$ cat src/hw/rtl/mts_pkg.sv
// Shared types and constants for the min-tracking stack.
// No dependencies; used by every module of the block.
`default_nettype none

package mts_pkg;

  // Operation codes carried in the mode field
  localparam logic [1:0] MODE_PUSH = 2'd0;
  localparam logic [1:0] MODE_POP  = 2'd1;
  localparam logic [1:0] MODE_READ = 2'd2;

  // Error codes returned with every result
  localparam logic [1:0] ERR_OK    = 2'd0;
  localparam logic [1:0] ERR_FULL  = 2'd1;
  localparam logic [1:0] ERR_EMPTY = 2'd2;

  localparam int unsigned VALUE_W  = 32;
  localparam int unsigned DEPTH_W  = 7;
  localparam int unsigned IN_TDATA_W  = 40;
  localparam int unsigned OUT_TDATA_W = 80;

  typedef logic signed [VALUE_W-1:0] value_t;

  // One result, packed highest field first
  typedef struct packed {
    logic [OUT_TDATA_W-VALUE_W-VALUE_W-DEPTH_W-3-1:0] pad;
    logic [1:0]         error_code;
    logic               is_empty;
    logic [DEPTH_W-1:0] depth_count;
    value_t             min_value;
    value_t             top_value;
  } result_t;

endpackage

`default_nettype wire

$ cat src/hw/rtl/mts_ram.sv
// Single-port-write, single-port-read synchronous RAM, registered read data.
// Depends on mts_pkg for the value type.
`default_nettype none

module mts_ram #(
  parameter int unsigned ADDR_W = 6
) (
  input  wire                               clk,
  input  wire                               wr_en,
  input  wire [ADDR_W-1:0]                  wr_addr,
  input  wire signed [mts_pkg::VALUE_W-1:0] wr_data,
  input  wire                               rd_en,
  input  wire [ADDR_W-1:0]                  rd_addr,
  output mts_pkg::value_t                   rd_data
);

  mts_pkg::value_t mem [2**ADDR_W];
  mts_pkg::value_t rd_data_r;

  always_ff @(posedge clk) begin
    if (wr_en) begin
      mem[wr_addr] <= wr_data;
    end
    if (rd_en) begin
      rd_data_r <= mem[rd_addr];
    end
  end

  assign rd_data = rd_data_r;

endmodule

`default_nettype wire

$ cat src/hw/rtl/min_tracking_stack_top.sv
// Min-tracking stack: top level with the operation sequencer and result register.
// Depends on mts_pkg and instantiates two mts_ram stores.
`default_nettype none

// A stack of signed 32-bit values that also reports its running minimum.
// Each input transaction is a push, a pop or a read (mode code 3 acts as a
// read); each one returns exactly one result transaction with the top value,
// the minimum, the depth (low 7 bits of the count), an empty flag and an
// error code, all as they stand after the operation. A push on a full stack
// or a pop on an empty one changes nothing and is flagged. Both stacks live
// in synchronous RAMs; the current tops are cached in registers, so push,
// read and a pop on an empty stack need no RAM read and pass straight from
// the idle state to the done state, while a pop that removes a value also
// goes through a read state, because the entry below the top must be fetched
// from the RAM, whose read data is registered. One item is in flight at a
// time; the next input is taken while a finished result still waits in the
// output register, and that item then holds in the done state, stalling the
// input, until the waiting result is claimed. No clearing pass is needed after reset.

module min_tracking_stack_top #(
  parameter int unsigned STACK_DEPTH = 64
) (
  input  wire         clk,
  input  wire         rst_n,
  // in_tdata: [1:0] mode, [33:2] value, [39:34] zero
  input  wire         in_tvalid,
  output logic        in_tready,
  input  wire  [39:0] in_tdata,
  // out_tdata: [31:0] top_value, [63:32] min_value, [70:64] depth_count,
  //            [71] is_empty, [73:72] error_code, [79:74] zero
  output logic        out_tvalid,
  input  wire         out_tready,
  output logic [79:0] out_tdata
);

  localparam int unsigned ADDR_W = (STACK_DEPTH > 1) ? $clog2(STACK_DEPTH) : 1;
  localparam int unsigned CNT_W  = $clog2(STACK_DEPTH + 1);

  // Sequencer states
  localparam logic [1:0] S_IDLE = 2'd0;
  localparam logic [1:0] S_RD   = 2'd1;
  localparam logic [1:0] S_DONE = 2'd2;

  logic [1:0] state_r, state_nxt;

  // Counts, cached tops and per-item bookkeeping
  logic [CNT_W-1:0] cnt_r, cnt_nxt;
  logic [CNT_W-1:0] mcnt_r, mcnt_nxt;
  mts_pkg::value_t  top_r, top_nxt;     // value_store[cnt-1]
  mts_pkg::value_t  mtop_r, mtop_nxt;   // minimum_store[mcnt-1]
  logic [1:0]       err_r, err_nxt;
  logic             pop_min_r, pop_min_nxt;

  logic             out_valid_r, out_valid_nxt;
  logic [79:0]      out_data_r, out_data_nxt;

  // Input field split
  logic [1:0]       in_mode;
  mts_pkg::value_t  in_value;

  assign in_mode  = in_tdata[1:0];
  assign in_value = in_tdata[33:2];

  // RAM ports
  logic              v_we, m_we, v_re, m_re;
  logic [ADDR_W-1:0] v_waddr, m_waddr, v_raddr, m_raddr;
  mts_pkg::value_t   v_rdata, m_rdata;

  mts_ram #(.ADDR_W(ADDR_W)) u_value_ram (
    .clk     (clk),
    .wr_en   (v_we),
    .wr_addr (v_waddr),
    .wr_data (in_value),
    .rd_en   (v_re),
    .rd_addr (v_raddr),
    .rd_data (v_rdata)
  );

  mts_ram #(.ADDR_W(ADDR_W)) u_min_ram (
    .clk     (clk),
    .wr_en   (m_we),
    .wr_addr (m_waddr),
    .wr_data (in_value),
    .rd_en   (m_re),
    .rd_addr (m_raddr),
    .rd_data (m_rdata)
  );

  // Push targets the slot at the count; pop fetches the slot two below it
  logic [CNT_W-1:0] cnt_m2, mcnt_m2;
  assign cnt_m2  = cnt_r - CNT_W'(2);
  assign mcnt_m2 = mcnt_r - CNT_W'(2);
  assign v_waddr = cnt_r[ADDR_W-1:0];
  assign m_waddr = mcnt_r[ADDR_W-1:0];
  assign v_raddr = cnt_m2[ADDR_W-1:0];
  assign m_raddr = mcnt_m2[ADDR_W-1:0];

  logic accept, full, empty, min_push, min_pop;
  assign in_tready = (state_r == S_IDLE);
  assign accept    = in_tvalid && in_tready;
  assign full      = (cnt_r == CNT_W'(STACK_DEPTH));
  assign empty     = (cnt_r == '0);
  // Value goes onto the minimum stack when it ties or beats the current minimum
  assign min_push  = (mcnt_r == '0) || (in_value <= mtop_r);
  // Minimum entry leaves with the top when they match
  assign min_pop   = (mcnt_r != '0) && (mtop_r == top_r);

  // Result formed from the post-operation state
  mts_pkg::result_t res;
  logic [31:0]      cnt_ext;
  assign cnt_ext = 32'(cnt_r);

  always_comb begin
    res             = '0;
    res.depth_count = cnt_ext[mts_pkg::DEPTH_W-1:0];
    res.is_empty    = empty;
    res.error_code  = err_r;
    if (!empty) begin
      res.top_value = top_r;
      if ((mcnt_r != '0) && (mtop_r <= top_r)) begin
        res.min_value = mtop_r;
      end else begin
        res.min_value = top_r;
      end
    end
  end

  always_comb begin
    state_nxt     = state_r;
    cnt_nxt       = cnt_r;
    mcnt_nxt      = mcnt_r;
    top_nxt       = top_r;
    mtop_nxt      = mtop_r;
    err_nxt       = err_r;
    pop_min_nxt   = pop_min_r;
    out_valid_nxt = out_valid_r && !out_tready;
    out_data_nxt  = out_data_r;
    v_we          = 1'b0;
    m_we          = 1'b0;
    v_re          = 1'b0;
    m_re          = 1'b0;

    unique case (state_r)
      S_IDLE: begin
        if (accept) begin
          err_nxt   = mts_pkg::ERR_OK;
          state_nxt = S_DONE;
          unique case (in_mode)
            mts_pkg::MODE_PUSH: begin
              if (full) begin
                err_nxt = mts_pkg::ERR_FULL;
              end else begin
                v_we    = 1'b1;
                top_nxt = in_value;
                cnt_nxt = cnt_r + CNT_W'(1);
                if (min_push && (mcnt_r != CNT_W'(STACK_DEPTH))) begin
                  m_we     = 1'b1;
                  mtop_nxt = in_value;
                  mcnt_nxt = mcnt_r + CNT_W'(1);
                end
              end
            end
            mts_pkg::MODE_POP: begin
              if (empty) begin
                err_nxt = mts_pkg::ERR_EMPTY;
              end else begin
                // Fetch the new tops; garbage when the stack drains is never shown
                v_re        = 1'b1;
                m_re        = min_pop;
                pop_min_nxt = min_pop;
                cnt_nxt     = cnt_r - CNT_W'(1);
                if (min_pop) begin
                  mcnt_nxt = mcnt_r - CNT_W'(1);
                end
                state_nxt = S_RD;
              end
            end
            default: begin
              // read, and the unused code, change nothing
            end
          endcase
        end
      end
      S_RD: begin
        top_nxt = v_rdata;
        if (pop_min_r) begin
          mtop_nxt = m_rdata;
        end
        state_nxt = S_DONE;
      end
      S_DONE: begin
        // Wait here only while the previous result is still unclaimed
        if (!out_valid_r || out_tready) begin
          out_valid_nxt = 1'b1;
          out_data_nxt  = res;
          state_nxt     = S_IDLE;
        end
      end
      default: begin
        state_nxt = S_IDLE;
      end
    endcase
  end

  always_ff @(posedge clk) begin
    if (!rst_n) begin
      state_r     <= S_IDLE;
      cnt_r       <= '0;
      mcnt_r      <= '0;
      out_valid_r <= 1'b0;
      err_r       <= mts_pkg::ERR_OK;
      pop_min_r   <= 1'b0;
    end else begin
      state_r     <= state_nxt;
      cnt_r       <= cnt_nxt;
      mcnt_r      <= mcnt_nxt;
      out_valid_r <= out_valid_nxt;
      err_r       <= err_nxt;
      pop_min_r   <= pop_min_nxt;
    end
  end

  always_ff @(posedge clk) begin
    top_r      <= top_nxt;
    mtop_r     <= mtop_nxt;
    out_data_r <= out_data_nxt;
  end

  assign out_tvalid = out_valid_r;
  assign out_tdata  = out_data_r;

endmodule

`default_nettype wire
$ cat config.mk
export PLATFORM = sky130hd
export DESIGN_NAME = min_tracking_stack_top
export DESIGN_NICKNAME = d
export VERILOG_FILES = /design/src/hw/rtl/mts_pkg.sv /design/src/hw/rtl/mts_ram.sv /design/src/hw/rtl/min_tracking_stack_top.sv
export SDC_FILE = /design/constraint.sdc
export NUM_CORES = 2
export LEC_CHECK = 0
export BUFFER_PORTS_ARGS = -buffer_cell sky130_fd_sc_hd__buf_4
export CAP_MARGIN = 20
export CORE_ASPECT_RATIO = 1.4
export CORE_MARGIN = 2
export CORE_UTILIZATION = 45
export CTS_CLUSTER_DIAMETER = 50
export DETAILED_ROUTE_END_ITERATION = 16
export HOLD_SLACK_MARGIN = 0.12
export PLACE_DENSITY_LB_ADDON = 0.2
export SLEW_MARGIN = 15
export SYNTH_ARGS = -nofsm -noshare
export SYNTH_HDL_FRONTEND = slang
export SYNTH_SLANG_ARGS = --single-unit
$ cat constraint.sdc
create_clock -name clk -period 6.95 [get_ports clk]
set_clock_uncertainty 0.1 [all_clocks]
set_input_delay 1.39 -clock clk [delete_from_list [all_inputs] [get_ports clk]]
set_output_delay 1.39 -clock clk [all_outputs]
set_load 0.05 [all_outputs]
### Word-level counts from Yosys, hierarchy flattened

Memories as Yosys holds them, arrays and structs flattened. A register that Yosys moved wholly into a read port is not among the register bits.
Index checks and enable logic that the tools add are counted.

| word-level totals | value |
|---|---|
| flip-flop bits (word level) | 158 |
| latch bits | 0 |
| bits in writable memories | 4096 |
| ROM bits | 0 |
| input bits | 44 |
| output and inout bits | 82 |
| word-level logic and storage cells | 111 |
| memories | 2 |

| operators by class | value |
|---|---|
| add/sub/neg operators | 6 |
| multiply operators | 0 |
| divide/modulo/power cells | 0 |
| $lt $le $gt $ge | 2 |
| equal/unequal tests | 16 |
| shift operators | 0 |
| muxes and demuxes | 50 |
| bitwise operators | 1 |
| reduce and logical (&&, ||, !) cells | 24 |

Memory list:

| name | depth | bits a word | read ports | clocked after Yosys merged registers in | wr ports | RTL line | text |
|---|---|---|---|---|---|---|---|
| u_min_ram.mem | 64 | 32 | 1 | 1 | 1 | mts_ram.sv:17 | `mts_pkg::value_t mem [2**ADDR_W];` |
| u_value_ram.mem | 64 | 32 | 1 | 1 | 1 | mts_ram.sv:17 |  |

Operator list:

| operator | number |
|---|---|
| 32-bit 2-to-1 mux | 9 |
| 32-bit case mux with 2 select lines | 2 |
| 32-bit less-or-equal comparator | 2 |
| 7-bit 2-to-1 mux | 6 |
| 32-bit == test | 1 |
| 7-bit case mux with 2 select lines | 2 |
| 1-bit 2-to-1 mux | 24 |
| 7-bit by 1-bit adder with 7-bit output (second input constant) | 2 |
| 7-bit zero test | 2 |
| 2-bit != test (second input constant) | 7 |
| 7-bit by 1-bit subtractor with 7-bit output (second input constant) | 2 |
| 6-bit by 2-bit subtractor with 6-bit output (second input constant) | 2 |
| 2-bit 2-to-1 mux | 5 |
| 4-bit AND reduction | 2 |
| 7-bit == test (second input constant) | 1 |
| 7-bit != test (second input constant) | 1 |
| 7-bit AND reduction | 1 |
| 7-bit nonzero test | 1 |
| 2-bit by 1-bit != test with 1-bit output (second input constant) | 3 |
| 2-bit case mux with 3 select lines | 1 |
| 2-bit AND reduction | 3 |
| 6-bit AND reduction | 1 |
| 1-bit logical AND | 5 |
| 5-bit AND reduction | 1 |
| other kinds (8) | 13 |

### Depth between registers and ports, before layout

| depth | value |
|---|---|
| depth in word-level cells | 10 |
| gate-level depth with buffers | 14 |
| mapped depth without buffers | 11 |

### By module

Synthesis repeated with hierarchy kept, for this count alone.

| second synthesis, totals | value |
|---|---|
| cell total of the unflattened synthesis | 7520 |
| area total of the unflattened synthesis | 166365.8 um^2 |

By module, submodules not included:

| module | times used | cells an instance | area each (um^2) | sequential area each (um^2) |
|---|---|---|---|---|
| mts_ram (u_value_ram) | 1 | 3324 | 78835.6 | 62459.9 |
| mts_ram (u_min_ram) | 1 | 3324 | 78833.1 | 62459.9 |
| min_tracking_stack_top | 1 | 872 | 8697.1 | 4544.4 |

### Worst setup path after synthesis

No wires, ideal clock.

| timing | value |
|---|---|
| path type | input port to flip-flop |
| from | input out_tready |
| to | register out_data_r[0] (netlist: out_tdata[0]), enable pin |
| library setup time | 515 ps |
| arrival | 4811 ps |
| required time | 6335 ps |
| setup slack | 1524 ps |
| stages | 2 |
| path buffers | 0 |
| cells stage by stage | nand2b_1 nor2b_1 |

| between the ends | value |
|---|---|
| longest elaborated chain between the ends | 2 |

RTL lines:

| element | RTL line | text |
|---|---|---|
| from (decl) | min_tracking_stack_top.sv:32 | `input wire out_tready,` |
| 1-bit logical OR | min_tracking_stack_top.sv:193 | `if (!out_valid_r \|\| out_tready) begin` |
| 2-bit AND reduction (no source line) | - |  |
| to (signal assigned) | min_tracking_stack_top.sv:226 | `out_data_r <= out_data_nxt;` |
| to (decl) | min_tracking_stack_top.sv:55 | `logic [79:0] out_data_r, out_data_nxt;` |

Every way passes these cells.
A chain may end at the register's enable or synchronous reset.

### Worst setup path after layout

| timing | value |
|---|---|
| from | input in_tdata[32] |
| to | memory u_min_ram.mem[15][31] (netlist name), enable pin |

| between the ends | value |
|---|---|
| longest elaborated chain between the ends | 10 |

RTL lines:

| element | RTL line | text |
|---|---|---|
| from (decl) | min_tracking_stack_top.sv:28 | `input wire [39:0] in_tdata,` |
| 32-bit less-or-equal comparator | min_tracking_stack_top.sv:104 | `assign min_push = (mcnt_r == '0) \|\| (in_value <= mtop_r);` |
| 1-bit logical OR | min_tracking_stack_top.sv:104 |  |
| 1-bit logical AND | min_tracking_stack_top.sv:156 | `if (min_push && (mcnt_r != CNT_W'(STACK_DEPTH))) begin` |
| 1-bit 2-to-1 mux | min_tracking_stack_top.sv:156 |  |
| 1-bit 2-to-1 mux | min_tracking_stack_top.sv:150 | `if (full) begin` |
| 1-bit 2-to-1 mux | min_tracking_stack_top.sv:148 | `unique case (in_mode)` |
| 1-bit 2-to-1 mux | min_tracking_stack_top.sv:145 | `if (accept) begin` |
| 1-bit 2-to-1 mux | min_tracking_stack_top.sv:143 | `unique case (state_r)` |
| 1-bit 2-to-1 mux | mts_ram.sv:21 | `if (wr_en) begin` |
| 1-bit 2-to-1 mux (implied by the code) | mts_ram.sv:22 | `mem[wr_addr] <= wr_data;` |
| to (decl) | mts_ram.sv:17 |  |

Every way passes these cells.

==> impl_metrics.ini <==
[sta]
tightest_slew_ns = 1.18
drv_slew = 0
fin_ws_ns = 1.70
layout_worst_path_cycle_share_pct = 75.6
period_needed_ns = 5.25
hold_slack_ns = 0.398
hold_viol = 0
setup-tns-final_ns = 0
slew_headroom_pct = 20.6
rsz0062_at_grt = no
fmax_mhz = 190
finalSetupViolCount = 0

[critical_path]
critPathTopFamily = compound AO/OA/AOI/OAI gates
crit_fanout = 32
cp_slowest_cell = nand2_1
crit_buf_inv = 2
cp-end-kind = flop
cp.arrival_ns = 5.67
cp-start-kind = primary input
reg2reg_from = mtop_r[30]
path_cells = buf_4, ha_1, a21o_1, a21oi_1, o211ai_1, o31ai_1, a211oi_2, nor3b_4, nand2_1, nor2_4, buf_4
regToRegSetupSlack_ns = 1.97
timing.rr.end = u_min_ram.mem[15][31]
crit_type = primary input to flop
max_stage_delay_ns = 0.54
required_ns = 7.37
worstRegToRegCells = 11
crit_path_frequent_cell = buf_4

[clocking]
cts_resized = 0
numClockSinks = 4318
insertion_delay_ns = 0.95
cts_tree = done
cts_hold_buffers = 0
htree_levels = 5
clkTransAtPathRegs_ns = 0.06
clock-root-buffer = clkbuf_16
cts_buffer_depth = 4
cts_setup_buffers = 0
cts_buffers = 421

[cells_and_area]
multi_input_area_sq_um = 35900
final_nets = 7566
syn2layout_area_growth_pct = 14.0
seq_area_sq_um = 129000
drive_gt1_share_pct = 32.3
nFillCells = 28600

[global_routing]
grt_overflow_total = 0
grt_max_degree = 118
grt_pass1_vias = 78100
antenna_found_initial = 66
grt_pass1_wl_mm = 624
track_usage_pct = 23.8

[detailed_routing]
post_drt_wl_per_cell_microns = 35.1
antenna_left = 0
routed_wl_mm = 450
route.detailed.drc = 0
drtPass1Iterations = 8
vias_per_cell = 6.00
via_count = 76900
first_iter_violations = 9439

[synthesis]
syn_area_sq_um = 166000
synthFlopType = edfxtp_1
async_reset_ff_share_pct = 0
syn_inst = 6928
ys_seq_area_share_pct = 77.9
synth_seq_cells = 4318
yosysWarnings = 0
synth.distinct_cells = 66
synth_edf_count = 4298
synth.avg_cell_area_sq_um = 24.0

[hold_path]
min-delay-start = pop_min_r
whs_path_depth = 2
hold_class = flop to flop
holdPathEnd = pop_min_r

[placement]
gp_congestion = 0.941
portBuffers = 113
pre_cts_ws_ns = 0.892
post-dp-hpwl_mm = 275

[floorplanning]
dieArea_sq_um = 374000
die_h_microns = 723
fp-row-count = 264
core_sq_um = 369000
dieWidth_microns = 518
pin_count = 126
initial_core_util_pct = 45.1

[pwr]
peakVddDrop_mv = 0.221
power_density_nw_per_um2 = 301
finalPower_mw = 56.9
p_leak_nw = 57.6

[status]
status = complete, no violations

[run]
cap_violations = 0
[per-stage QoR]
step,area (sq um),util [%],cells
5_1_grt,189000,51.4,12800
3_5_place_dp,176000,47.6,11900
6_report,189000,51.4,12800
2_1_floorplan,166000,-,6933
3_3_place_gp,175000,47.6,11900
4_1_cts,189000,51.3,12700
[sequential cells by signal (all words and copies together), names as in the netlist]
name and cells:
u_min_ram.mem 2048, u_value_ram.mem 2048, out_tdata 74, mtop_r 32, top_r 32, u_min_ram.rd_data 32
u_value_ram.rd_data 32, cnt_r 7, mcnt_r 7, err_r 2, state_r 2, out_tvalid 1
pop_min_r 1
[worst max path at each step]
stage,startpoint,endpoint,cells after the start
CTS,in_tdata[32],u_min_ram.mem[15][31],11
floorplan,out_tready,out_tdata[0],2
global route,in_tdata[32],u_min_ram.mem[15][31],11
global placement,in_tdata[32],u_min_ram.mem[15][1],11
finish,in_tdata[32],u_min_ram.mem[15][31],11
detailed placement,in_tdata[32],u_min_ram.mem[15][1],11
[Yosys cell counts, drive strengths merged, types with 8 or more instances]
| cell type | n | area, sq um |
|---|---|---|
| a211oi | 27 | 208 |
| nand4 | 15 | 93.8 |
| xor2 | 10 | 87.6 |
| ha | 84 | 1050 |
| dfxtp | 20 | 400 |
| nor2 | 161 | 604 |
| buf | 198 | 1030 |
| clkbuf | 143 | 537 |
| a21oi | 42 | 210 |
| xnor2 | 8 | 77.6 |
| nand3 | 14 | 80.1 |
| nand2 | 284 | 1070 |
| and2 | 15 | 93.8 |
| mux4 | 1324 | 29800 |
| a21o | 10 | 75.1 |
| nor2b | 19 | 119 |
| mux2i | 49 | 490 |
| o21ai | 17 | 85.1 |
| inv | 112 | 420 |
| edfxtp | 4298 | 129000 |
[cell usage in the layout (no fill, tap or decap), types with 49 or more instances in the layout]
master	netlist	routed
clkinv_2	0	74
clkbuf_16	0	425
diode_2	0	109
buf_4	10	390
nor2_4	0	129
clkbuf_1	143	73
inv_1	112	112
ha_1	84	82
nand2_1	284	283
mux4_2	1324	1324
mux2i_1	49	49
edfxtp_1	4298	4298
clkinv_1	1	86
[per-layer routing]
metal / GRT usage, % / up-vias / wire [microns]
met4: 11.1 / 10 / 21600
li1: - / 30700 / -
met5: 0 / - / 72
met1: 30.4 / 42300 / 167000
met2: 40.4 / 3100 / 230000
met3: 3.65 / 669 / 30700
[worst reg2reg max path, cell delays in order, from the launching register on]
cell,delay [ns]
edfxtp_1,0.43
inv_1,0.10
ha_1,0.24
a21o_1,0.17
a21oi_1,0.53
o211ai_1,0.46
o31ai_1,0.44
a211oi_2,0.32
nor3b_4,0.42
nand2_1,0.54
nor2_4,0.26
buf_4,0.53
[cell families (layout without fill, tap and decap cells)]
group                      Yosys count  count (layout)  synth area share [%]
AOI/OAI and AO/OA                  139             139                 0.557
buffers and inverters              454            1301                  1.20
xor gates and xnor gates            18              18                0.0993
other                                1             115               0.00226
and+or+nand+nor                    539             539                  1.38
muxes                             1373            1373                  18.2
DFF                               4318            4318                  77.9
adders and majority gates           86              86                 0.656
[power by group]
part,internal (mW),switching [mW]
sequential,28.8,0.119
combinational,1.93,3.33
clock,12.8,9.94
[layout make-up]
class / instances / share of cell area (%)
inverters: 113 / 0.224
flip-flops and latches: 4318 / 68.3
multi-input cells: 2161 / 19.0
clock buffers: 498 / 5.76
well taps: 4921 / 3.25
clock inverters: 269 / 1.43
repair buffers: 421 / 1.87
diodes: 109 / 0.144
(Power assumes the default switching activity.)
